--- src/rtl/core/tasp_pkg.sv ---
// ----------------------------------------------------------------------------
// tasp_pkg
// Types and constants shared by the stick PD mixer core and its stages.
// ----------------------------------------------------------------------------
package tasp_pkg;

    typedef enum logic [1:0] {
        MODE_AIR       = 2'd0,
        MODE_CROSS     = 2'd1,
        MODE_SUBMERGED = 2'd2
    } mode_t;

    localparam int CFG_INDEX_W = 3;
    localparam int CFG_DATA_W  = 16;

    localparam logic [CFG_INDEX_W-1:0] REG_ROLL_PROP   = 3'd0;
    localparam logic [CFG_INDEX_W-1:0] REG_ROLL_RATE   = 3'd1;
    localparam logic [CFG_INDEX_W-1:0] REG_SECOND_PROP = 3'd2;
    localparam logic [CFG_INDEX_W-1:0] REG_SECOND_RATE = 3'd3;
    localparam logic [CFG_INDEX_W-1:0] REG_THIRD_PROP  = 3'd4;
    localparam logic [CFG_INDEX_W-1:0] REG_THIRD_RATE  = 3'd5;
    localparam logic [CFG_INDEX_W-1:0] REG_TILT_STEP   = 3'd6;
    localparam logic [CFG_INDEX_W-1:0] REG_THR_GAIN    = 3'd7;

    // stick shaping, 13 bit so sums never wrap
    localparam logic [12:0] STICK_CENTER = 13'd1500;
    localparam logic [12:0] STICK_MIN    = 13'd1000;
    localparam logic [12:0] STICK_MAX    = 13'd2000;
    localparam logic [12:0] DEAD_WIDE    = 13'd50;
    localparam logic [12:0] DEAD_NARROW  = 13'd20;

    // throttle
    localparam logic [11:0] THR_TRANS      = 12'd1850;
    localparam logic [11:0] THR_BASE       = 12'd1200;
    localparam logic [11:0] THR_GATE_HIGH  = 12'd1950;
    localparam logic [17:0] THR_SAT_PROD   = 18'd70000;
    localparam int          THR_RECIP_SHIFT = 32;
    localparam longint unsigned THR_DIV_WIDE = 64'd4375;
    localparam longint unsigned THR_RECIP_FULL =
        ((64'd1 << THR_RECIP_SHIFT) + THR_DIV_WIDE - 64'd1) / THR_DIV_WIDE;
    localparam logic [19:0] THR_RECIP = THR_RECIP_FULL[19:0];
    localparam logic [12:0] THR_DIV   = THR_DIV_WIDE[12:0];

    // tilt
    localparam logic [11:0] TILT_BAND_LOW  = 12'd1400;
    localparam logic [11:0] TILT_BAND_HIGH = 12'd1600;
    localparam logic [11:0] TILT_MIN       = 12'd1000;
    localparam logic [11:0] TILT_MAX       = 12'd2000;
    localparam logic [10:0] TILT_CENTER    = 11'd1500;
    localparam logic [10:0] TILT_RESET     = 11'd1000;

    localparam logic signed [19:0] CMD_LIMIT = 20'sd1000;

    typedef struct packed {
        logic [15:0] roll_prop;
        logic [15:0] roll_rate;
        logic [15:0] second_prop;
        logic [15:0] second_rate;
        logic [15:0] third_prop;
        logic [15:0] third_rate;
        logic [7:0]  tilt_step;
        logic [7:0]  thr_gain;
    } cfg_t;

    typedef struct packed {
        logic [11:0]        mode_switch_pulse;
        logic [11:0]        throttle_pulse;
        logic [11:0]        roll_pulse;
        logic [11:0]        second_pulse;
        logic [11:0]        third_pulse;
        logic [11:0]        tilt_pulse;
        logic signed [15:0] gyro_x_rate;
        logic signed [15:0] gyro_y_rate;
        logic signed [15:0] gyro_z_rate;
    } item_t;

    typedef struct packed {
        mode_t              mode;
        logic [17:0]        thr_prod;
        logic signed [9:0]  roll_d;
        logic signed [9:0]  second_d;
        logic signed [9:0]  third_d;
        logic signed [15:0] roll_rate;
        logic signed [15:0] second_rate;
        logic signed [15:0] third_rate;
        logic signed [9:0]  tilt_cmd;
    } front_t;

    typedef struct packed {
        mode_t              mode;
        logic               thr_sat;
        logic [28:0]        thr_num;
        logic [16:0]        thr_q0;
        logic signed [39:0] roll_v;
        logic signed [39:0] second_v;
        logic signed [39:0] third_v;
        logic signed [9:0]  tilt_cmd;
    } prod_t;

    function automatic logic signed [9:0] shape_stick(input logic [11:0] pulse,
                                                      input logic [12:0] dead);
        logic [12:0] p;
        logic [12:0] d;
        logic        keep;
        p    = {1'b0, pulse};
        d    = p - STICK_CENTER;
        keep = (p >= STICK_CENTER + dead && p <= STICK_MAX) ||
               (p >= STICK_MIN && p + dead <= STICK_CENTER);
        return keep ? $signed(d[9:0]) : 10'sd0;
    endfunction

endpackage

--- src/rtl/core/tasp_result_stage.sv ---
// ----------------------------------------------------------------------------
// tasp_result_stage
// Quotient correction, axis scaling and saturation, mode gating; holds the
// result register.
// ----------------------------------------------------------------------------
module tasp_result_stage
    import tasp_pkg::*;
(
    input  logic               clk,
    input  logic               load,
    input  prod_t              prod,
    output logic [1:0]         vehicle_mode,
    output logic [15:0]        throttle_cmd,
    output logic signed [10:0] roll_cmd,
    output logic signed [10:0] second_cmd,
    output logic signed [10:0] third_cmd,
    output logic signed [9:0]  tilt_cmd
);

    logic [1:0]         mode_reg;
    logic [15:0]        throttle_reg;
    logic signed [10:0] roll_reg;
    logic signed [10:0] second_reg;
    logic signed [10:0] third_reg;
    logic signed [9:0]  tilt_reg;

    logic [29:0]        thr_back;
    logic [16:0]        thr_q;
    logic [15:0]        throttle_next;
    logic               under;

    function automatic logic signed [10:0] sat_cmd(input logic signed [39:0] v,
                                                   input logic               en);
        logic signed [19:0] q;
        q = v[39:20];
        if (!en)
        begin
            return 11'sd0;
        end
        else if (q > CMD_LIMIT)
        begin
            return 11'sd1000;
        end
        else if (q < -CMD_LIMIT)
        begin
            return -11'sd1000;
        end
        else
        begin
            return q[10:0];
        end
    endfunction

    always_comb
    begin
        thr_back      = prod.thr_q0 * THR_DIV;
        thr_q         = (thr_back > {1'b0, prod.thr_num}) ? prod.thr_q0 - 17'd1 : prod.thr_q0;
        throttle_next = prod.thr_sat ? 16'hFFFF : thr_q[15:0];
        under         = prod.mode == MODE_SUBMERGED;
    end

    always_ff @(posedge clk)
    begin
        if (load)
        begin
            mode_reg     <= prod.mode;
            throttle_reg <= throttle_next;
            roll_reg     <= sat_cmd(prod.roll_v, under);
            second_reg   <= sat_cmd(prod.second_v, under);
            third_reg    <= sat_cmd(prod.third_v, under);
            tilt_reg     <= prod.tilt_cmd;
        end
    end

    assign vehicle_mode = mode_reg;
    assign throttle_cmd = throttle_reg;
    assign roll_cmd     = roll_reg;
    assign second_cmd   = second_reg;
    assign third_cmd    = third_reg;
    assign tilt_cmd     = tilt_reg;

endmodule

--- config.mk ---
export PLATFORM = sky130hd
export DESIGN_NAME = tasp_result_stage
export DESIGN_NICKNAME = d
export VERILOG_FILES = /design/src/rtl/core/tasp_pkg.sv /design/src/rtl/core/tasp_result_stage.sv
export SDC_FILE = /design/constraint.sdc
export NUM_CORES = 1
export LEC_CHECK = 0
export ABC_AREA = 1
export BUFFER_PORTS_ARGS = -buffer_cell sky130_fd_sc_hd__clkbuf_2
export CORE_MARGIN = 4
export CORE_UTILIZATION = 40
export DETAILED_ROUTE_END_ITERATION = 12
export GPL_ROUTABILITY_DRIVEN = 0
export PLACE_DENSITY_LB_ADDON = 0.05
export RECOVER_POWER = 50
export SLEW_MARGIN = 40
export SYNTH_ARGS = -nofsm -noshare
export SYNTH_HDL_FRONTEND = slang
export SYNTH_SLANG_ARGS = --single-unit
--- constraint.sdc ---
create_clock -name clk -period 7.9 [get_ports clk]
set_clock_uncertainty 0.2 [all_clocks]
set_input_delay 0.395 -clock clk [delete_from_list [all_inputs] [get_ports clk]]
set_output_delay 0.395 -clock clk [all_outputs]
set_load 0.05 [all_outputs]
==> qor.csv <==
metric,value,unit
"FFs w/ async S/R, synth",0,%
DRC,0,
Post-CTS Hold Buffers,0,
post-synth net total,1278,
Worst setup SP type,input pin,
status,"complete, but fails checks",
first-pass GRT wire length,29400,µm
register area,1830,µm²
worst hold path cell count,1,
Synth-to-Final Area Change,18.7,%
"top cells by area, synth","ha_1 24%, edfxtp_1 23%, fa_1 13%",
top post-synthesis cells by count,"229 x inv_1, 147 x ha_1, 101 x nand2_1",
post-CTS setup repair buffer count,0,
Final Cell Area,9260,µm²
htree depth,3,
RSZ-0062 raised after global routing,false,
Final Slew Violations,62,
worst-margin pin slew,3.16,ns
min-delay worst type,in2reg,
register bit total from synthesis,61,
via density per instance,4.72,
Multi-input gate area,5040,µm²
"count leader, synth",inv_1,
# resized after CTS,0,
Post-Place Cell Area,8990,µm²
CTS Root Cell,clkbuf_16,
clk sinks,61,
Post-synth EDFFs,61,
FILL cells,1951,
Die ar.,21800,µm²
CTS tree,yes,
area share of the largest cell type after synthesis,23.6,%
initial antenna violation count,0,
Initial Util,41.2,%
largest area contributor in the netlist,ha_1,
Setup TNS Final,0,ns
fmax,152,MHz
Diodes inserted,0,
Worst Path Arrival,6.55,ns
Mean Syn Cell Area,8.66,µm²
GRT Overall Usage,16.3,%
worst setup margin,1.31,ns
ratio of cells with drive above 1 in the final layout,20.5,%
Slew headroom,-110,%
Peak supply drop,125,µV
CTS Buf Count,9,
Core Region,19000,µm²
largest net degree at the start of global routing,62,
static leakage,5.01,nW
failing checks,"capacitance limit, slew limit",
CP max stage cell,fa_1,
post-DP HPWL,15800,µm
DIE WIDTH,148,µm
Main synth FF type,edfxtp_1,
final-report setup violation count,0,
Final ANT Viol Nets,0,
Vert. Die Dim,148,µm
WL final,18100,µm
crit-path max FO,17,
most frequent CP cell,inv_1,
average wire per standard cell,13.4,µm
Initial DRT Pass Iterations,6,
boundary pin count,242,
number of port buffers,181,
row count,50,
Setup crit end kind,register,
pwr/cell area,283,nW/µm²
count of warnings emitted by yosys,0,
WP data required,7.87,ns
Post-Syn Area,7800,µm²
Nets,1467,
maximum clock path buffer count,2,
gr ovfl total,0,
Starting DRT DRC Count,220,
register area share after synthesis,23.5,%
min Tclk post-route,6.59,ns
Max-cap violations,1,
Synth cell types,35,
Place WS,0.956,ns
vias in the first global route,6203,
Final Hold Fails,0,
"Reg clk slew, reported paths",0.06,ns
Crit Path Class,in2reg,
crit-path max cell delay,0.53,ns
period utilisation layout,83.4,%
Via Count,6393,
Mapped Cells,901,
==> placed cells by master, fill, tap and decap left out, drive strengths merged, types with 20 or more instances in the layout <==
cell type | Yosys | final
a21oi | 60 | 60
clkbuf | 1 | 191
edfxtp | 61 | 61
fa | 49 | 49
ha | 147 | 147
inv | 233 | 234
nand2 | 122 | 122
nand3 | 62 | 62
nor2 | 48 | 48
o21ai | 20 | 20
xor2 | 28 | 28
==> routing by layer <==
metal / wire length (µm) / global-route usage [%] / part of all wire [%]
met1: 8000 / 21.4 / 44
met2: 9050 / 29.3 / 50
met4: 101 / 2.75 / 0.56
met3: 954 / 1.96 / 5.3
met5: 0 / 0 / 0
==> final timing paths <==
| kind | start | endpoint | slack [ns] |
|---|---|---|---|
| max | prod[140] | throttle_cmd[1]$_SDFFCE_PP1P_ | 1.31 |
| min | prod[3] | tilt_cmd[3]$_DFFE_PP_ | 0.05 |
==> critical path, delay by kind of cell <==
kind	cells	cell delay, ns
adder cells (fa/ha/maj)	7	2.78
AND/OR/NAND/NOR	12	1.99
AO/OA/AOI/OAI	3	0.61
buffers and inverters	6	0.59
XOR/XNOR	1	0.15
==> registers in the layout (all words and copies together) (netlist names) <==
signal	count
roll_cmd	11
second_cmd	11
third_cmd	11
throttle_cmd	16
tilt_cmd	10
vehicle_mode	2
==> per-stage QoR <==
| step | util (%) | instances | power, mW | hold slack, ns |
|---|---|---|---|---|
| CTS | 49.0 | 1355 | 2.69 | 0.0370 |
| finish | 48.9 | 1355 | 2.63 | 0.0484 |
| detailed placement | 47.4 | 1339 | 2.28 | 0.374 |
| floorplan | - | 901 | 1.84 | 0.294 |
| global placement | 47.4 | 1339 | 2.27 | 0.371 |
| global route | 48.9 | 1355 | 2.94 | 0.0423 |
==> cell type report <==
class / instances / area share, %
Timing Repair Buffer: 182 / 9.56
Clock inverter: 7 / 0.811
Sequential cell: 61 / 19.8
Multi-Input combinational cell: 603 / 54.5
Inverter: 233 / 9.44
Tap cell: 260 / 3.51
Clock buffer: 9 / 2.43
==> where the power goes <==
| part | internal, mW | switching, mW | leakage, nW |
|---|---|---|---|
| combinational | 0.678 | 1.16 | 4.27 |
| sequential | 0.392 | 0.00708 | 0.591 |
| clock | 0.245 | 0.143 | 0.150 |
| total | 1.32 | 1.31 | 5.01 |
==> kinds of logic after synthesis <==
kind of cell               synth area share [%]
buffers and inverters                      11.9
xor gates and xnor gates                   4.15
adders and majority gates                  36.2
and+or+nand+nor                            16.9
AOI/OAI and AO/OA                          7.43
DFF                                        23.5
(Power assumes the default switching activity.)
