File: src/rtl/core/tasp_pkg.sv
// ----------------------------------------------------------------------------
// tasp_pkg
// Types and constants shared by the stick PD mixer core and its stages.
// ----------------------------------------------------------------------------
package tasp_pkg;

    typedef enum logic [1:0] {
        MODE_AIR       = 2'd0,
        MODE_CROSS     = 2'd1,
        MODE_SUBMERGED = 2'd2
    } mode_t;

    localparam int CFG_INDEX_W = 3;
    localparam int CFG_DATA_W  = 16;

    localparam logic [CFG_INDEX_W-1:0] REG_ROLL_PROP   = 3'd0;
    localparam logic [CFG_INDEX_W-1:0] REG_ROLL_RATE   = 3'd1;
    localparam logic [CFG_INDEX_W-1:0] REG_SECOND_PROP = 3'd2;
    localparam logic [CFG_INDEX_W-1:0] REG_SECOND_RATE = 3'd3;
    localparam logic [CFG_INDEX_W-1:0] REG_THIRD_PROP  = 3'd4;
    localparam logic [CFG_INDEX_W-1:0] REG_THIRD_RATE  = 3'd5;
    localparam logic [CFG_INDEX_W-1:0] REG_TILT_STEP   = 3'd6;
    localparam logic [CFG_INDEX_W-1:0] REG_THR_GAIN    = 3'd7;

    // stick shaping, 13 bit so sums never wrap
    localparam logic [12:0] STICK_CENTER = 13'd1500;
    localparam logic [12:0] STICK_MIN    = 13'd1000;
    localparam logic [12:0] STICK_MAX    = 13'd2000;
    localparam logic [12:0] DEAD_WIDE    = 13'd50;
    localparam logic [12:0] DEAD_NARROW  = 13'd20;

    // throttle
    localparam logic [11:0] THR_TRANS      = 12'd1850;
    localparam logic [11:0] THR_BASE       = 12'd1200;
    localparam logic [11:0] THR_GATE_HIGH  = 12'd1950;
    localparam logic [17:0] THR_SAT_PROD   = 18'd70000;
    localparam int          THR_RECIP_SHIFT = 32;
    localparam longint unsigned THR_DIV_WIDE = 64'd4375;
    localparam longint unsigned THR_RECIP_FULL =
        ((64'd1 << THR_RECIP_SHIFT) + THR_DIV_WIDE - 64'd1) / THR_DIV_WIDE;
    localparam logic [19:0] THR_RECIP = THR_RECIP_FULL[19:0];
    localparam logic [12:0] THR_DIV   = THR_DIV_WIDE[12:0];

    // tilt
    localparam logic [11:0] TILT_BAND_LOW  = 12'd1400;
    localparam logic [11:0] TILT_BAND_HIGH = 12'd1600;
    localparam logic [11:0] TILT_MIN       = 12'd1000;
    localparam logic [11:0] TILT_MAX       = 12'd2000;
    localparam logic [10:0] TILT_CENTER    = 11'd1500;
    localparam logic [10:0] TILT_RESET     = 11'd1000;

    localparam logic signed [19:0] CMD_LIMIT = 20'sd1000;

    typedef struct packed {
        logic [15:0] roll_prop;
        logic [15:0] roll_rate;
        logic [15:0] second_prop;
        logic [15:0] second_rate;
        logic [15:0] third_prop;
        logic [15:0] third_rate;
        logic [7:0]  tilt_step;
        logic [7:0]  thr_gain;
    } cfg_t;

    typedef struct packed {
        logic [11:0]        mode_switch_pulse;
        logic [11:0]        throttle_pulse;
        logic [11:0]        roll_pulse;
        logic [11:0]        second_pulse;
        logic [11:0]        third_pulse;
        logic [11:0]        tilt_pulse;
        logic signed [15:0] gyro_x_rate;
        logic signed [15:0] gyro_y_rate;
        logic signed [15:0] gyro_z_rate;
    } item_t;

    typedef struct packed {
        mode_t              mode;
        logic [17:0]        thr_prod;
        logic signed [9:0]  roll_d;
        logic signed [9:0]  second_d;
        logic signed [9:0]  third_d;
        logic signed [15:0] roll_rate;
        logic signed [15:0] second_rate;
        logic signed [15:0] third_rate;
        logic signed [9:0]  tilt_cmd;
    } front_t;

    typedef struct packed {
        mode_t              mode;
        logic               thr_sat;
        logic [28:0]        thr_num;
        logic [16:0]        thr_q0;
        logic signed [39:0] roll_v;
        logic signed [39:0] second_v;
        logic signed [39:0] third_v;
        logic signed [9:0]  tilt_cmd;
    } prod_t;

    function automatic logic signed [9:0] shape_stick(input logic [11:0] pulse,
                                                      input logic [12:0] dead);
        logic [12:0] p;
        logic [12:0] d;
        logic        keep;
        p    = {1'b0, pulse};
        d    = p - STICK_CENTER;
        keep = (p >= STICK_CENTER + dead && p <= STICK_MAX) ||
               (p >= STICK_MIN && p + dead <= STICK_CENTER);
        return keep ? $signed(d[9:0]) : 10'sd0;
    endfunction

endpackage

File: src/rtl/core/tasp_product_stage.sv
// ----------------------------------------------------------------------------
// tasp_product_stage
// PD products for the three axes and the reciprocal estimate of the
// throttle quotient.
// ----------------------------------------------------------------------------
module tasp_product_stage
    import tasp_pkg::*;
(
    input  logic   clk,
    input  logic   load,
    input  front_t front,
    input  cfg_t   cfg,
    output prod_t  prod
);

    prod_t       prod_reg;
    prod_t       prod_next;
    logic [48:0] recip_prod;

    function automatic logic signed [39:0] pd_sum(input logic signed [9:0]  d,
                                                  input logic [15:0]        kp,
                                                  input logic signed [15:0] rate,
                                                  input logic [15:0]        kd);
        logic signed [26:0] p;
        logic signed [32:0] r;
        p = d * $signed({1'b0, kp});
        r = rate * $signed({1'b0, kd});
        return $signed({p[26], p, 12'b0}) - $signed({{7{r[32]}}, r});
    endfunction

    always_comb
    begin
        prod_next.mode     = front.mode;
        prod_next.tilt_cmd = front.tilt_cmd;
        prod_next.thr_sat  = front.thr_prod >= THR_SAT_PROD;
        prod_next.thr_num  = {front.thr_prod[16:0], 12'b0};
        recip_prod         = prod_next.thr_num * THR_RECIP;
        prod_next.thr_q0   = recip_prod[THR_RECIP_SHIFT +: 17];
        prod_next.roll_v   = pd_sum(front.roll_d, cfg.roll_prop,
                                    front.roll_rate, cfg.roll_rate);
        prod_next.second_v = pd_sum(front.second_d, cfg.second_prop,
                                    front.second_rate, cfg.second_rate);
        prod_next.third_v  = pd_sum(front.third_d, cfg.third_prop,
                                    front.third_rate, cfg.third_rate);
    end

    always_ff @(posedge clk)
    begin
        if (load)
        begin
            prod_reg <= prod_next;
        end
    end

    assign prod = prod_reg;

endmodule

File: config.mk
export PLATFORM = sky130hd
export DESIGN_NAME = tasp_product_stage
export DESIGN_NICKNAME = d
export VERILOG_FILES = /design/src/rtl/core/tasp_pkg.sv /design/src/rtl/core/tasp_product_stage.sv
export SDC_FILE = /design/constraint.sdc
export NUM_CORES = 2
export LEC_CHECK = 0
export CAP_MARGIN = 20
export CORE_MARGIN = 2
export CORE_UTILIZATION = 52
export CTS_CLUSTER_SIZE = 8
export DETAILED_ROUTE_END_ITERATION = 6
export DONT_BUFFER_PORTS = 1
export PLACE_DENSITY = 0.73
export SLEW_MARGIN = 20
export SYNTH_ARGS = -nofsm -noshare
export SYNTH_HDL_FRONTEND = slang
export SYNTH_SLANG_ARGS = --single-unit
File: constraint.sdc
create_clock -name clk -period 13.45 [get_ports clk]
set_input_delay 2.69 -clock clk [delete_from_list [all_inputs] [get_ports clk]]
set_output_delay 2.69 -clock clk [all_outputs]
set_load 0.02 [all_outputs]
==> summary.md <==
| Metric | Value |
|---|---|
| DRT Pass-1 Iters | `7` |
| Synthesis Warnings | `0` |
| Cts hold-fix bufs | `0` |
| Buffer levels on the longest clock path | `2` |
| TNS Setup | `0 ps` |
| Diode count | `0` |
| Overall global routing resource usage | `25.03%` |
| Critical Path AT | `10610 ps` |
| Post-layout minimum cycle time | `10360 ps` |
| Initial Util | `52.61%` |
| Max incr delay on CP | `540 ps` |
| Worst slack, placed | `2468 ps` |
| Gpl congestion | `0.9539` |
| Post-synthesis sequential area ratio | `8.721%` |
| Initial antenna violation count | `2` |
| Core Box Area | `109300 um2` |
| Hold violation count in the final report | `0` |
| Postcts setup bufs | `0` |
| Nets | `8092` |
| Clock Tree Root | `clkbuf_16` |
| Fmax | `96.56 MHz` |
| CP most frequent cell | `fa_1` |
| Synth unique cells | `77` |
| Async S/R FF share, synth | `0%` |
| Fin crit share | `76.99%` |
| Crit. End Element | `flop` |
| Crit-path slowest cell | `fa_1` |
| Worst path required time | `13710 ps` |
| DR vias | `39820` |
| Grt met2 use | `42.15%` |
| Port Buffers | `0` |
| Slew headroom | `45.46%` |
| Worst min path class | `in2reg` |
| GR peak layer | `met2` |
| Share of cells above drive strength 1 | `0.8753%` |
| CP startpoint kind | `input pin` |
| Status | `complete, no violations` |
| Syn Inst Count | `6120` |
| Number of global-route vias before repair | `42430` |
| Detailed-route wire length per cell | `18.40 um` |
| Max reg flops | `167` |
| Final wirelength | `136500 um` |
| EDFF count, synth | `167` |
| PostCTS Resize Cnt | `0` |
| CTS Sinks | `167` |
| Layout area overhead | `2.727%` |
| Die width | `336.5 um` |
| Pin count of the biggest net entering global routing | `168` |
| Cell Count, Final, Fillers Out | `7417` |
| Final setup violation count | `0` |
| MaxCap Viol Count | `0` |
| Crit Path Category | `in2reg` |
| H-tree Lvls | `4` |
| I/O pins | `401` |
| Netlist Area Pre-Place | `57500 um2` |
| Total gr overflow | `0` |
| Unrepaired setup endpoints after global routing | `no` |
| Antenna-violating nets left | `0` |
| Placed Cells | `7385` |
| CTS tree | `built` |
| DPL Wire Length | `114600 um` |
| Worst-Margin Slew | `807.6 ps` |
| FF+latch count, synth | `167` |
| Via density | `5.369` |
| Die height | `336.5 um` |
| # DRC | `0` |
| 1st-iter DRT viols | `2496` |
| Slew Viols, Final | `0` |
| First-pass GRT wire length | `223500 um` |
| CTS clk-pin slew, worst paths | `100 ps` |
| Primary FF master, synth | `edfxtp_1` |
| CTS Buf Count | `17` |
| Die area | `113300 um2` |
| GR Util met1 | `32.83%` |
| Grt met3 use | `5.182%` |
| Biggest fanout along the worst timing path | `16` |
| Post-route setup slack | `3094 ps` |
| Post-Route Utilization | `54.04%` |
| Row count | `121` |
| Avg Inst Size Synth | `9.396 um2` |
synth_stat cells (16+ instances only):
| cell | number | share of area (%) |
|---|---|---|
| a211oi_1 | 19 | 0.25 |
| o21ai_0 | 84 | 0.73 |
| nand4_1 | 29 | 0.32 |
| xor2_1 | 63 | 0.96 |
| a31oi_1 | 18 | 0.20 |
| inv_1 | 1426 | 9.3 |
| nand2b_1 | 46 | 0.50 |
| a21oi_1 | 184 | 1.6 |
| o21a_1 | 24 | 0.31 |
| o21bai_1 | 28 | 0.37 |
| xnor2_1 | 123 | 1.9 |
| nand2_1 | 610 | 4.0 |
| and3_1 | 16 | 0.17 |
| ha_1 | 811 | 18 |
| nor3_1 | 25 | 0.22 |
| nand3_1 | 31 | 0.27 |
| nor2b_1 | 34 | 0.37 |
| fa_1 | 1131 | 39 |
| a21o_1 | 98 | 1.3 |
| nor2_1 | 154 | 1.0 |
| and2_1 | 645 | 7.0 |
| edfxtp_1 | 167 | 8.7 |
| clkbuf_1 | 201 | 1.3 |
cells by family after synthesis:
| kind of cell | count (synthesis) | synth area share [%] |
|---|---|---|
| flip-flops | 167 | 8.721 |
| AO/OA/AOI/OAI | 553 | 6.271 |
| other | 1 | 0.006522 |
| multiplexers | 2 | 0.03482 |
| adder cells (fa/ha/maj) | 1942 | 57.02 |
| XOR/XNOR | 186 | 2.833 |
| buffers and inverters | 1652 | 10.89 |
| AND/OR/NAND/NOR | 1617 | 14.22 |
path summary, 6_finish.rpt:
| kind | startpoint | slack (ps) | depth (start not counted) | to |
|---|---|---|---|---|
| setup / recovery | front[82] | 3090 | 29 | prod[129] |
| hold / removal | front[92] | 2260 | 0 | prod[163] |
worst max-delay path, delay by kind of cell:
| kind | cells | cell delay [ps] |
|---|---|---|
| adders and majority gates | 10 | 4450 |
| AOI/OAI and AO/OA | 10 | 2560 |
| xor gates and xnor gates | 2 | 350 |
| and+or+nand+nor | 2 | 320 |
| buffers and inverters | 5 | 250 |
layer usage:
layer,part of all wire [%],wire length (um)
met1,42,57260
met2,48,65740
met3,7.5,10200
met5,0,0
met4,2.4,3313
cells in the final DEF, fill, tap and decap left out, drive strengths merged, types with 17 or more instances in the layout:
master,instances
fa,1131
clkbuf,17
nand4,29
xor2,63
xnor2,123
a31oi,18
and3,17
a21o,99
nand2b,46
o21bai,28
o21ai,88
a211oi,20
nand2,610
nor3,25
nor2b,35
ha,811
and2,645
nand3,31
inv,1436
a21oi,187
o21a,24
edfxtp,167
nor2,154
final cells by class:
type | count | area (um2)
clock buffers | 17 | 425.4
clock inverters | 15 | 150.1
fillers | 9799 | 50240
inverters | 1430 | 5368
multi-input cells | 4312 | 46260
flip-flops and latches | 167 | 5015
well taps | 1476 | 1847
through the flow:
step	hold WS, ps	area, um2
global route	2247	59070
CTS	2229	59070
floorplan	2789	57540
global placement	2789	58490
detailed placement	2789	58490
finish	2264	59070
Power is not shown: default switching activity piles up to over one toggle a cycle in this logic, so the estimate is an artifact.
