## config.mk

```make
export PLATFORM = sky130hd
export DESIGN_NAME = tasp_cfg_regs
export DESIGN_NICKNAME = d
export VERILOG_FILES = /design/src/rtl/core/tasp_pkg.sv /design/src/rtl/core/tasp_cfg_regs.sv
export SDC_FILE = /design/constraint.sdc
export NUM_CORES = 1
export LEC_CHECK = 0
export BUFFER_PORTS_ARGS = -buffer_cell sky130_fd_sc_hd__buf_2
export CAP_MARGIN = 20
export CORE_UTILIZATION = 55
export CTS_CLUSTER_SIZE = 40
export DETAILED_ROUTE_END_ITERATION = 12
export PLACE_DENSITY = 0.82
export SLEW_MARGIN = 20
export SYNTH_ARGS = -nofsm -noshare
export SYNTH_HDL_FRONTEND = slang
export SYNTH_SLANG_ARGS = --single-unit
```

## constraint.sdc

```tcl
create_clock -name clk -period 1.3 [get_ports clk]
set_input_delay 0.065 -clock clk [delete_from_list [all_inputs] [get_ports clk]]
set_output_delay 0.065 -clock clk [all_outputs]
set_load 0.005 [all_outputs]
```

## src/rtl/core/tasp_pkg.sv

```systemverilog
// ----------------------------------------------------------------------------
// tasp_pkg
// Types and constants shared by the stick PD mixer core and its stages.
// ----------------------------------------------------------------------------
package tasp_pkg;

    typedef enum logic [1:0] {
        MODE_AIR       = 2'd0,
        MODE_CROSS     = 2'd1,
        MODE_SUBMERGED = 2'd2
    } mode_t;

    localparam int CFG_INDEX_W = 3;
    localparam int CFG_DATA_W  = 16;

    localparam logic [CFG_INDEX_W-1:0] REG_ROLL_PROP   = 3'd0;
    localparam logic [CFG_INDEX_W-1:0] REG_ROLL_RATE   = 3'd1;
    localparam logic [CFG_INDEX_W-1:0] REG_SECOND_PROP = 3'd2;
    localparam logic [CFG_INDEX_W-1:0] REG_SECOND_RATE = 3'd3;
    localparam logic [CFG_INDEX_W-1:0] REG_THIRD_PROP  = 3'd4;
    localparam logic [CFG_INDEX_W-1:0] REG_THIRD_RATE  = 3'd5;
    localparam logic [CFG_INDEX_W-1:0] REG_TILT_STEP   = 3'd6;
    localparam logic [CFG_INDEX_W-1:0] REG_THR_GAIN    = 3'd7;

    // stick shaping, 13 bit so sums never wrap
    localparam logic [12:0] STICK_CENTER = 13'd1500;
    localparam logic [12:0] STICK_MIN    = 13'd1000;
    localparam logic [12:0] STICK_MAX    = 13'd2000;
    localparam logic [12:0] DEAD_WIDE    = 13'd50;
    localparam logic [12:0] DEAD_NARROW  = 13'd20;

    // throttle
    localparam logic [11:0] THR_TRANS      = 12'd1850;
    localparam logic [11:0] THR_BASE       = 12'd1200;
    localparam logic [11:0] THR_GATE_HIGH  = 12'd1950;
    localparam logic [17:0] THR_SAT_PROD   = 18'd70000;
    localparam int          THR_RECIP_SHIFT = 32;
    localparam longint unsigned THR_DIV_WIDE = 64'd4375;
    localparam longint unsigned THR_RECIP_FULL =
        ((64'd1 << THR_RECIP_SHIFT) + THR_DIV_WIDE - 64'd1) / THR_DIV_WIDE;
    localparam logic [19:0] THR_RECIP = THR_RECIP_FULL[19:0];
    localparam logic [12:0] THR_DIV   = THR_DIV_WIDE[12:0];

    // tilt
    localparam logic [11:0] TILT_BAND_LOW  = 12'd1400;
    localparam logic [11:0] TILT_BAND_HIGH = 12'd1600;
    localparam logic [11:0] TILT_MIN       = 12'd1000;
    localparam logic [11:0] TILT_MAX       = 12'd2000;
    localparam logic [10:0] TILT_CENTER    = 11'd1500;
    localparam logic [10:0] TILT_RESET     = 11'd1000;

    localparam logic signed [19:0] CMD_LIMIT = 20'sd1000;

    typedef struct packed {
        logic [15:0] roll_prop;
        logic [15:0] roll_rate;
        logic [15:0] second_prop;
        logic [15:0] second_rate;
        logic [15:0] third_prop;
        logic [15:0] third_rate;
        logic [7:0]  tilt_step;
        logic [7:0]  thr_gain;
    } cfg_t;

    typedef struct packed {
        logic [11:0]        mode_switch_pulse;
        logic [11:0]        throttle_pulse;
        logic [11:0]        roll_pulse;
        logic [11:0]        second_pulse;
        logic [11:0]        third_pulse;
        logic [11:0]        tilt_pulse;
        logic signed [15:0] gyro_x_rate;
        logic signed [15:0] gyro_y_rate;
        logic signed [15:0] gyro_z_rate;
    } item_t;

    typedef struct packed {
        mode_t              mode;
        logic [17:0]        thr_prod;
        logic signed [9:0]  roll_d;
        logic signed [9:0]  second_d;
        logic signed [9:0]  third_d;
        logic signed [15:0] roll_rate;
        logic signed [15:0] second_rate;
        logic signed [15:0] third_rate;
        logic signed [9:0]  tilt_cmd;
    } front_t;

    typedef struct packed {
        mode_t              mode;
        logic               thr_sat;
        logic [28:0]        thr_num;
        logic [16:0]        thr_q0;
        logic signed [39:0] roll_v;
        logic signed [39:0] second_v;
        logic signed [39:0] third_v;
        logic signed [9:0]  tilt_cmd;
    } prod_t;

    function automatic logic signed [9:0] shape_stick(input logic [11:0] pulse,
                                                      input logic [12:0] dead);
        logic [12:0] p;
        logic [12:0] d;
        logic        keep;
        p    = {1'b0, pulse};
        d    = p - STICK_CENTER;
        keep = (p >= STICK_CENTER + dead && p <= STICK_MAX) ||
               (p >= STICK_MIN && p + dead <= STICK_CENTER);
        return keep ? $signed(d[9:0]) : 10'sd0;
    endfunction

endpackage

```

## src/rtl/core/tasp_cfg_regs.sv

```systemverilog
// ----------------------------------------------------------------------------
// tasp_cfg_regs
// Gain, slew and throttle scale registers with their reset values.
// ----------------------------------------------------------------------------
module tasp_cfg_regs
    import tasp_pkg::*;
(
    input  logic                   clk,
    input  logic                   rst_n,
    input  logic                   cfg_we,
    input  logic [CFG_INDEX_W-1:0] cfg_index,
    input  logic [CFG_DATA_W-1:0]  cfg_wdata,
    output cfg_t                   cfg
);

    cfg_t cfg_reg;

    always_ff @(posedge clk or negedge rst_n)
    begin
        if (!rst_n)
        begin
            cfg_reg.roll_prop   <= 16'd256;
            cfg_reg.roll_rate   <= 16'd0;
            cfg_reg.second_prop <= 16'd256;
            cfg_reg.second_rate <= 16'd0;
            cfg_reg.third_prop  <= 16'd256;
            cfg_reg.third_rate  <= 16'd0;
            cfg_reg.tilt_step   <= 8'd1;
            cfg_reg.thr_gain    <= 8'd80;
        end
        else if (cfg_we)
        begin
            case (cfg_index)
                REG_ROLL_PROP:   cfg_reg.roll_prop   <= cfg_wdata;
                REG_ROLL_RATE:   cfg_reg.roll_rate   <= cfg_wdata;
                REG_SECOND_PROP: cfg_reg.second_prop <= cfg_wdata;
                REG_SECOND_RATE: cfg_reg.second_rate <= cfg_wdata;
                REG_THIRD_PROP:  cfg_reg.third_prop  <= cfg_wdata;
                REG_THIRD_RATE:  cfg_reg.third_rate  <= cfg_wdata;
                REG_TILT_STEP:   cfg_reg.tilt_step   <= cfg_wdata[7:0];
                REG_THR_GAIN:    cfg_reg.thr_gain    <= cfg_wdata[7:0];
                default:         cfg_reg <= cfg_reg;
            endcase
        end
    end

    assign cfg = cfg_reg;

endmodule

```

==> results.py <==
metrics = {
    "pwr": {
        "maximum_vdd_drop_uv": 816,
        "power.leakage_nw": 2.65,
        "power.density_nw_per_um2": 1580,
    },
    "routing": {
        "drt_first_pass_iters": 4,
        "drc_errors": 0,
        "drt-vias-per-instance": 5.30,
        "detail_route.wl_per_cell_um": 18.4,
        "drt-initial-drc-count": 74,
        "drt_wl_total_um": 9200,
        "via_count": 2653,
        "antenna_violating_nets_post_route": 0,
    },
    "worst_setup_path": {
        "worstPathCellList": "buf_2",
        "cp.buffers_inverters": 1,
        "cp_slowest_cell": "dfstp_2",
        "cp_top_family": "flip-flops",
        "critPathMaxStageDelay_ns": 0.54,
        "start_kind": "flop",
        "cp_data_arrival_time_ns": 1.01,
        "r2r-start": "cfg[105]",
        "worstPathRequired_ns": 1.24,
        "r2r-end": "cfg[105]",
        "crit_type": "reg2out",
        "r2r_setup_slack_ns": 0.51,
        "path_max_fanout": 2,
        "r2r.worst_path.cells": 1,
        "critPathCaptureType": "output port",
    },
    "timing": {
        "rsz0062_at_grt": "false",
        "achievable-frequency_ghz": 0.931,
        "setup_viol": 0,
        "slew_violations": 0,
        "final.setup_skew_ns": 0,
        "fin_crit_sh_pct": 82.6,
        "min_period_ns": 1.07,
        "hold_viol_final": 0,
        "relSlewSlack_pct": 61.6,
        "timing.final.ws_setup_ns": 0.226,
        "worst_slew_pin_slew_ns": 0.576,
    },
    "status": {
        "run_status": "finished, final reports clean",
    },
    "synth": {
        "yosysUniqueCellTypes": 13,
        "synth_warnings": 0,
        "syn-mean-instance-area_um2": 17.6,
        "syn-instance-count": 245,
        "netlist_area_um2": 4310,
        "syn_nets": 267,
        "flops_latches_synth": 112,
        "seq_area_frac_synth_pct": 65.2,
    },
    "die": {
        "floorplan_core_area_um2": 7410,
        "die_height_um": 90.6,
        "floorplan.rows": 31,
        "starting_utilization_of_the_core_area_pct": 58.2,
        "fp.dieArea_um2": 8200,
        "die_width_um": 90.6,
        "floorplan.io_pins": 134,
    },
    "layout": {
        "final_layout_size_suffix_gt1_share_pct": 71.1,
        "fillers": 501,
        "diodes": 0,
        "num-nets-final": 419,
        "seqCellArea_um2": 2810,
        "area_delta_synth_final_pct": 27.0,
        "final-instance-count-excl-fill": 501,
        "utilization_pct": 74.0,
        "flip_flop_count_of_the_largest_register_after_layout": 112,
        "multiInputGateArea_um2": 1440,
    },
    "global_routing": {
        "maximum_number_of_pins_on_one_net_before_global_route_repair": 113,
        "grt_antenna_before_repair": 0,
        "first_global_vias": 2790,
        "globalRoute.totalOverflow": 0,
        "global_route_wire_length_before_repair_um": 15000,
        "grt_use_total_pct": 24.2,
    },
    "min_path": {
        "worst_hold_path.endpoint": "cfg[104]",
        "hold_path.class": "in2reg",
        "worstHoldStart": "cfg_wdata[8]",
        "min_path_cells": 2,
    },
    "place": {
        "placed_cells_incl_taps": 479,
        "numPortBuffers": 133,
        "pre_cts_ws_ns": -0.0190,
        "hpwl_um": 6490,
        "final_wtd_congestion": 0.783,
    },
    "cts": {
        "clock_path_buffers": 2,
        "clock_sinks": 112,
        "cts_tree": "done",
        "total_cts_buffers": 9,
        "post-cts-setup-buffer-count": 0,
        "htree_levels": 3,
        "path_clk_slew_ns": 0.10,
        "clkLatencyLatePin_ns": 0.35,
        "root_buffer": "clkbuf_8",
    },
    "job": {
        "drv_cap": 0,
    },
}
area by class of cell:
type,instances,area share [%]
clock buffers,12,2.65
clock inverters,4,0.982
multi-input cells,120,26.3
flip-flops and latches,112,51.3
well taps,99,2.26
repair buffers,154,16.5
layout by cell type, fill, tap and decap left out, drive strengths merged:
cell type    count
nand4b           3
clkinvlp         2
dlygate4sd3      6
nand4            1
dfstp            6
clkbuf          12
bufinv           1
nor4b            1
buf            148
mux2           112
nor4bb           3
dfrtp          106
clkinv           1
power breakdown:
| part | internal, mW | total, mW | switching (mW) |
|---|---|---|---|
| logic | 1.19 | 1.96 | 0.777 |
| clock network | 0.950 | 2.04 | 1.09 |
| registers | 4.28 | 4.68 | 0.400 |
| total | 6.41 | 8.68 | 2.27 |
worst max-delay path by stage:
stage | from | slack, ns | cells past startpoint | endpoint
floorplan | cfg_index[1] | 0.005 | 4 | cfg[102]
global placement | cfg_index[1] | 0.006 | 4 | cfg[92]
detailed placement | cfg_index[1] | -0.02 | 4 | cfg[87]
CTS | cfg[104] | 0.20 | 1 | cfg[104]
global route | cfg[72] | 0.19 | 1 | cfg[72]
finish | cfg[104] | 0.23 | 1 | cfg[104]
cells in the mapped netlist:
| cell | n | area, um^2 |
|---|---|---|
| buf_8 | 1 | 15.0 |
| nand4_1 | 1 | 6.26 |
| buf_4 | 2 | 15.0 |
| dfstp_2 | 6 | 158 |
| dfrtp_1 | 106 | 2650 |
| mux2_4 | 10 | 150 |
| buf_6 | 4 | 45.0 |
| nand4b_1 | 1 | 8.76 |
| mux2_2 | 102 | 1150 |
| nor4bb_1 | 3 | 30.0 |
| buf_2 | 6 | 30.0 |
| nand4b_2 | 2 | 30.0 |
| nor4b_4 | 1 | 23.8 |
routing by layer:
| layer | track usage, % | share of wire [%] | up-vias |
|---|---|---|---|
| li1 | - | - | 1188 |
| met3 | 3.79 | 3.9 | 13 |
| met1 | 31.5 | 43 | 1370 |
| met2 | 41.2 | 51 | 82 |
| met5 | 0 | 0 | - |
| met4 | 9.01 | 1.8 | 0 |
repair_timing:
item / 4_1_cts / 5_1_grt
resized for setup: 0 / 0
hold buffers: 6 / 0
hold endpoints to repair: 119 / 0
stage by stage:
stage	instance area, um^2	power (mW)	hold slack, ns	TNS, ns
2_1_floorplan	4310	5.57	-0.231	0
3_3_place_gp	5220	6.61	0.188	0
3_5_place_dp	5220	6.72	0.192	-0.0593
4_1_cts	5480	8.76	0.000774	0
5_1_grt	5480	9.11	0.0175	0
6_report	5480	8.68	0.0139	0
cell families after synthesis:
kind of cell / after synthesis / share of synthesized area [%]
simple gates: 8 / 2.29
mux: 112 / 30.1
flops: 112 / 65.2
buf+inv: 13 / 2.44
(Power assumes the default switching activity.)
