`config.mk`:
```
export PLATFORM = sky130hd
export DESIGN_NAME = tasp_front_stage
export DESIGN_NICKNAME = d
export VERILOG_FILES = /design/src/rtl/core/tasp_pkg.sv /design/src/rtl/core/tasp_front_stage.sv
export SDC_FILE = /design/constraint.sdc
export NUM_CORES = 1
export LEC_CHECK = 0
export BUFFER_PORTS_ARGS = -buffer_cell sky130_fd_sc_hd__buf_2
export CORE_MARGIN = 2
export CORE_UTILIZATION = 30
export DETAILED_ROUTE_END_ITERATION = 16
export PLACE_DENSITY = 0.55
export SYNTH_ARGS = -nofsm -noshare
export SYNTH_HDL_FRONTEND = slang
export SYNTH_SLANG_ARGS = --single-unit
export TNS_END_PERCENT = 30
```
`constraint.sdc`:
```
create_clock -name clk -period 16.8 [get_ports clk]
set_input_delay 3.36 -clock clk [delete_from_list [all_inputs] [get_ports clk]]
set_output_delay 3.36 -clock clk [all_outputs]
set_load 0.01 [all_outputs]
```
`src/rtl/core/tasp_pkg.sv`:
```
// ----------------------------------------------------------------------------
// tasp_pkg
// Types and constants shared by the stick PD mixer core and its stages.
// ----------------------------------------------------------------------------
package tasp_pkg;

    typedef enum logic [1:0] {
        MODE_AIR       = 2'd0,
        MODE_CROSS     = 2'd1,
        MODE_SUBMERGED = 2'd2
    } mode_t;

    localparam int CFG_INDEX_W = 3;
    localparam int CFG_DATA_W  = 16;

    localparam logic [CFG_INDEX_W-1:0] REG_ROLL_PROP   = 3'd0;
    localparam logic [CFG_INDEX_W-1:0] REG_ROLL_RATE   = 3'd1;
    localparam logic [CFG_INDEX_W-1:0] REG_SECOND_PROP = 3'd2;
    localparam logic [CFG_INDEX_W-1:0] REG_SECOND_RATE = 3'd3;
    localparam logic [CFG_INDEX_W-1:0] REG_THIRD_PROP  = 3'd4;
    localparam logic [CFG_INDEX_W-1:0] REG_THIRD_RATE  = 3'd5;
    localparam logic [CFG_INDEX_W-1:0] REG_TILT_STEP   = 3'd6;
    localparam logic [CFG_INDEX_W-1:0] REG_THR_GAIN    = 3'd7;

    // stick shaping, 13 bit so sums never wrap
    localparam logic [12:0] STICK_CENTER = 13'd1500;
    localparam logic [12:0] STICK_MIN    = 13'd1000;
    localparam logic [12:0] STICK_MAX    = 13'd2000;
    localparam logic [12:0] DEAD_WIDE    = 13'd50;
    localparam logic [12:0] DEAD_NARROW  = 13'd20;

    // throttle
    localparam logic [11:0] THR_TRANS      = 12'd1850;
    localparam logic [11:0] THR_BASE       = 12'd1200;
    localparam logic [11:0] THR_GATE_HIGH  = 12'd1950;
    localparam logic [17:0] THR_SAT_PROD   = 18'd70000;
    localparam int          THR_RECIP_SHIFT = 32;
    localparam longint unsigned THR_DIV_WIDE = 64'd4375;
    localparam longint unsigned THR_RECIP_FULL =
        ((64'd1 << THR_RECIP_SHIFT) + THR_DIV_WIDE - 64'd1) / THR_DIV_WIDE;
    localparam logic [19:0] THR_RECIP = THR_RECIP_FULL[19:0];
    localparam logic [12:0] THR_DIV   = THR_DIV_WIDE[12:0];

    // tilt
    localparam logic [11:0] TILT_BAND_LOW  = 12'd1400;
    localparam logic [11:0] TILT_BAND_HIGH = 12'd1600;
    localparam logic [11:0] TILT_MIN       = 12'd1000;
    localparam logic [11:0] TILT_MAX       = 12'd2000;
    localparam logic [10:0] TILT_CENTER    = 11'd1500;
    localparam logic [10:0] TILT_RESET     = 11'd1000;

    localparam logic signed [19:0] CMD_LIMIT = 20'sd1000;

    typedef struct packed {
        logic [15:0] roll_prop;
        logic [15:0] roll_rate;
        logic [15:0] second_prop;
        logic [15:0] second_rate;
        logic [15:0] third_prop;
        logic [15:0] third_rate;
        logic [7:0]  tilt_step;
        logic [7:0]  thr_gain;
    } cfg_t;

    typedef struct packed {
        logic [11:0]        mode_switch_pulse;
        logic [11:0]        throttle_pulse;
        logic [11:0]        roll_pulse;
        logic [11:0]        second_pulse;
        logic [11:0]        third_pulse;
        logic [11:0]        tilt_pulse;
        logic signed [15:0] gyro_x_rate;
        logic signed [15:0] gyro_y_rate;
        logic signed [15:0] gyro_z_rate;
    } item_t;

    typedef struct packed {
        mode_t              mode;
        logic [17:0]        thr_prod;
        logic signed [9:0]  roll_d;
        logic signed [9:0]  second_d;
        logic signed [9:0]  third_d;
        logic signed [15:0] roll_rate;
        logic signed [15:0] second_rate;
        logic signed [15:0] third_rate;
        logic signed [9:0]  tilt_cmd;
    } front_t;

    typedef struct packed {
        mode_t              mode;
        logic               thr_sat;
        logic [28:0]        thr_num;
        logic [16:0]        thr_q0;
        logic signed [39:0] roll_v;
        logic signed [39:0] second_v;
        logic signed [39:0] third_v;
        logic signed [9:0]  tilt_cmd;
    } prod_t;

    function automatic logic signed [9:0] shape_stick(input logic [11:0] pulse,
                                                      input logic [12:0] dead);
        logic [12:0] p;
        logic [12:0] d;
        logic        keep;
        p    = {1'b0, pulse};
        d    = p - STICK_CENTER;
        keep = (p >= STICK_CENTER + dead && p <= STICK_MAX) ||
               (p >= STICK_MIN && p + dead <= STICK_CENTER);
        return keep ? $signed(d[9:0]) : 10'sd0;
    endfunction

endpackage

```
`src/rtl/core/tasp_front_stage.sv`:
```
// ----------------------------------------------------------------------------
// tasp_front_stage
// Mode select, gyro low-pass filters, tilt ramp, stick shaping and the
// throttle product; holds the per-tick state.
// ----------------------------------------------------------------------------
module tasp_front_stage
    import tasp_pkg::*;
#(
    parameter int LOW_BAND_MIN      = 900,
    parameter int LOW_BAND_MAX      = 1300,
    parameter int HIGH_BAND_MIN     = 1700,
    parameter int HIGH_BAND_MAX     = 2100,
    parameter int SLOW_FILTER_ALPHA = 65014,
    parameter int FAST_FILTER_ALPHA = 65535
)
(
    input  logic   clk,
    input  logic   rst_n,
    input  logic   load,
    input  logic   advance,
    input  item_t  item,
    input  cfg_t   cfg,
    output front_t front
);

    localparam logic [11:0] LB_MIN  = 12'(LOW_BAND_MIN);
    localparam logic [11:0] LB_MAX  = 12'(LOW_BAND_MAX);
    localparam logic [11:0] HB_MIN  = 12'(HIGH_BAND_MIN);
    localparam logic [11:0] HB_MAX  = 12'(HIGH_BAND_MAX);
    localparam logic [15:0] SLOW_A  = 16'(SLOW_FILTER_ALPHA);
    localparam logic [15:0] FAST_A  = 16'(FAST_FILTER_ALPHA);

    mode_t              mode_reg;
    mode_t              mode_next;
    logic [10:0]        tilt_reg;
    logic [10:0]        tilt_next;
    logic signed [15:0] gy_filt_reg;
    logic signed [15:0] gy_filt_next;
    logic signed [15:0] gz_filt_reg;
    logic signed [15:0] gz_filt_next;
    front_t             front_reg;
    front_t             front_next;

    logic [10:0]        tilt_target;
    logic [11:0]        tilt_up;
    logic [11:0]        tilt_down;
    logic [11:0]        tilt_ofs;
    logic               thr_active;
    logic [11:0]        thr_diff;
    logic [17:0]        thr_prod;

    function automatic logic signed [15:0] lowpass(input logic signed [15:0] f,
                                                   input logic signed [15:0] x,
                                                   input logic [15:0]        alpha);
        logic signed [16:0] diff;
        logic signed [33:0] prod;
        logic signed [17:0] sum;
        diff = $signed({x[15], x}) - $signed({f[15], f});
        prod = diff * $signed({1'b0, alpha}) + 34'sd32768;
        sum  = $signed({{2{f[15]}}, f}) + $signed(prod[33:16]);
        return sum[15:0];
    endfunction

    always_comb
    begin
        mode_next = mode_reg;
        if (item.mode_switch_pulse > LB_MIN && item.mode_switch_pulse < LB_MAX)
        begin
            mode_next = (item.throttle_pulse < THR_TRANS) ? MODE_AIR : MODE_CROSS;
        end
        else if (item.mode_switch_pulse > HB_MIN && item.mode_switch_pulse < HB_MAX)
        begin
            mode_next = MODE_SUBMERGED;
        end

        gy_filt_next = lowpass(gy_filt_reg, item.gyro_y_rate, SLOW_A);
        gz_filt_next = lowpass(gz_filt_reg, item.gyro_z_rate, FAST_A);

        if (item.tilt_pulse > TILT_BAND_LOW && item.tilt_pulse < TILT_BAND_HIGH)
        begin
            tilt_target = TILT_CENTER;
        end
        else if (item.tilt_pulse < TILT_MIN || item.tilt_pulse > TILT_MAX)
        begin
            tilt_target = TILT_CENTER;
        end
        else
        begin
            tilt_target = item.tilt_pulse[10:0];
        end

        tilt_up   = {1'b0, tilt_reg} + {4'b0, cfg.tilt_step};
        tilt_down = {1'b0, tilt_reg} - {4'b0, cfg.tilt_step};
        if (tilt_reg < tilt_target)
        begin
            tilt_next = (tilt_up > {1'b0, tilt_target}) ? tilt_target : tilt_up[10:0];
        end
        else if (tilt_reg > tilt_target)
        begin
            tilt_next = (tilt_down < {1'b0, tilt_target}) ? tilt_target : tilt_down[10:0];
        end
        else
        begin
            tilt_next = tilt_reg;
        end
        tilt_ofs = {1'b0, tilt_next} - {1'b0, TILT_CENTER};

        // gated pulses below the base give zero, so only base..gate high drives
        thr_active = item.throttle_pulse >= THR_BASE && item.throttle_pulse <= THR_GATE_HIGH;
        thr_diff   = item.throttle_pulse - THR_BASE;
        thr_prod   = thr_active ? thr_diff[9:0] * cfg.thr_gain : 18'd0;

        front_next.mode        = mode_next;
        front_next.thr_prod    = thr_prod;
        front_next.roll_d      = shape_stick(item.roll_pulse, DEAD_WIDE);
        front_next.second_d    = shape_stick(item.second_pulse, DEAD_WIDE);
        front_next.third_d     = shape_stick(item.third_pulse, DEAD_NARROW);
        front_next.roll_rate   = item.gyro_x_rate;
        front_next.second_rate = gy_filt_next;
        front_next.third_rate  = gz_filt_next;
        front_next.tilt_cmd    = $signed(tilt_ofs[9:0]);
    end

    always_ff @(posedge clk or negedge rst_n)
    begin
        if (!rst_n)
        begin
            mode_reg    <= MODE_AIR;
            tilt_reg    <= TILT_RESET;
            gy_filt_reg <= 16'sd0;
            gz_filt_reg <= 16'sd0;
        end
        else if (advance)
        begin
            mode_reg    <= mode_next;
            tilt_reg    <= tilt_next;
            gy_filt_reg <= gy_filt_next;
            gz_filt_reg <= gz_filt_next;
        end
    end

    always_ff @(posedge clk)
    begin
        if (load)
        begin
            front_reg <= front_next;
        end
    end

    assign front = front_reg;

endmodule

```
==> qor.yml <==
synth-edff-count: 108
drc_errors: 4
pre_cts_slack_ns: 1.87
row_count: 109
ctsLongestPathBuffers: 2
grt_pass1_wl_um: 108000
dr_total_vias: 19510
dr.pass1.iters: 12
min_path_type: "reg2reg"
viasPerCell: 4.61
violations: "design-rule violations"
drive_gt1_frac: 0.109
gr-usage-all-layers: 0.152
synth_area_leaders: "fa_1, ha_1, edfxtp_1"
cp.required_ns: 17.18
die_w_um: 303
critical_path_buf_inv_count: 5
dp_hpwl_um: 58000
synth_ff_type: "edfxtp_1"
rsz0062_at_grt: "no"
setup_viol: 0
grt_remaining_overflow: 0
crit_fanout: 7
netlist_area_mm2: 0.0268
nets: 4029
finalClockSkew_ns: 0.0174
final_cell_mix: "inv_1, fa_1, ha_1, buf_2, nor2_1"
synth_seq_cells: 153
worstSkewPairLatency_ns: 0.49
antenna_left: 0
io_pins: 344
cts-root-buf: "clkbuf_16"
cp_slowest_stage_delay_ns: 0.60
status: "finished, violations left"
start_kind: "input port"
cp_top_family: "adder cells"
place_congestion: 0.901
worstMarginPinSlew_ns: 1.26
post-cts-setup-buffers: 0
die_area_mm2: 0.0918
wirelength_um: 67900
cts_htree_levels: 4
ctsResizeCount: 0
wl_per_cell_um: 16.0
finalMaxSlewViolations: 0
cts_tree: "built"
critical_path_class: "in2reg"
yosysTopAreaCell: "fa_1"
core-area_mm2: 0.0885
syn_area_per_cell_um2: 9.49
grt_pass1_vias: 20415
cts-hold-fix-buffers: 0
cts.clk_slew.worst_paths_ns: 0.07
end_kind: "flop"
start_util: 0.303
largest_reg_flops: 108
antenna_found_initial: 4
crit_top_cell: "fa_1"
grt_max_degree: 70
synthCells: 2825
cts_made_buffers: 17
finalCriticalPeriod_ns: 14.29
async_flop_share: 0.294
relSlewSlack: 0.153
yosysWarnings: 0
syn_nets: 3800
synth_top_area_share: 0.285
fmax_mhz: 70.0
fin_tns_setup_ns: 0
syn2layout_area_growth_pct: 11.7
drt_first_iter_violations: 868
portBuffers: 247
worst_slack_ns: 2.51
cts_sinks: 153
seq_area_frac_synth: 0.163
die_h_um: 303
synth_cell_types: 90
slowest_stage: "xnor2_1"
cap_violations: 0
min_period_over_period: 0.851
arrival_ns: 14.67
hold_violations: 0
final_common_cell: "inv_1"
## metrics by stage
stage | hold slack [ns] | area (um2) | util | cells
6_report | 0.512 | 30000 | 0.339 | 4234
5_1_grt | 0.531 | 30000 | 0.339 | 4234
4_1_cts | 0.517 | 30000 | 0.338 | 4232
3_5_place_dp | 0.500 | 29400 | 0.332 | 4200
3_3_place_gp | 0.491 | 29400 | 0.332 | 4200
2_1_floorplan | 0.481 | 26800 | - | 2825
## worst register-to-register path, delay by kind of cell, from the launching register on
| kind | cells | cell delay, ns |
|---|---|---|
| AOI/OAI and AO/OA | 12 | 2.66 |
| muxes | 1 | 0.26 |
| DFF | 1 | 0.40 |
| adders and majority gates | 10 | 4.14 |
| and+or+nand+nor | 9 | 2.33 |
| buffers and inverters | 3 | 0.39 |
| xor gates and xnor gates | 6 | 1.40 |
## final timing paths
| check | from | end | slack (ns) | depth (start not counted) |
|---|---|---|---|---|
| min reg2reg | mode_reg[0] | mode_reg[0] | 0.51 | 1 |
| min | mode_reg[0] | mode_reg[0] | 0.51 | 1 |
| max | item[16] | gy_filt_reg[15] | 2.51 | 43 |
| max reg2reg | gy_filt_reg[0] | gy_filt_reg[15] | 5.07 | 41 |
| min in group asynchronous | rst_n | tilt_reg[1] | 2.99 | 2 |
| max in group asynchronous | rst_n | gz_filt_reg[0] | 13.25 | 2 |
## synthesized netlist by cell type (39+ instances only)
cell and n:
dfrtp_1 39, ha_1 357, inv_1 652, nand2_1 138
fa_1 382, edfxtp_1 108, nor2_1 148, xnor2_1 117
and2_1 47, o21ai_0 103, a21oi_1 127, nor3_1 41
xor2_1 55
## routing by layer
metal / vias to the layer above / routed length, um / GRT usage
met1: 9532 / 31700 / 0.202
li1: 9656 / - / -
met2: 270 / 32600 / 0.255
met4: 2 / 1080 / 0.0375
met5: - / 16 / 0
met3: 50 / 2530 / 0.0270
## layout make-up
type / instances / area, um2
Antenna cell: 2 / 5.00
Fill cell: 9178 / 58500
Timing Repair Buffer: 255 / 1300
Multi-Input combinational cell: 1972 / 19800
Clock inverter: 11 / 114
Sequential cell: 153 / 4380
Tap cell: 1165 / 1460
Inverter: 655 / 2460
Clock buffer: 21 / 450
## logic make-up (layout without fill, tap and decap cells)
family                   after synthesis  after routing  share of synthesized area
buffers and inverters                700            942                     0.0986
AND/OR/NAND/NOR                      566            566                      0.105
other                                  0              2                          0
flip-flops                           153            153                      0.163
multiplexers                          23             23                    0.00928
AO/OA/AOI/OAI                        472            472                      0.116
adder cells (fa/ha/maj)              739            739                      0.452
XOR/XNOR                             172            172                     0.0562
Power is left out: the tool's default activity adds up to more than one toggle a clock period on the data nets, which glitch-free logic cannot reach.
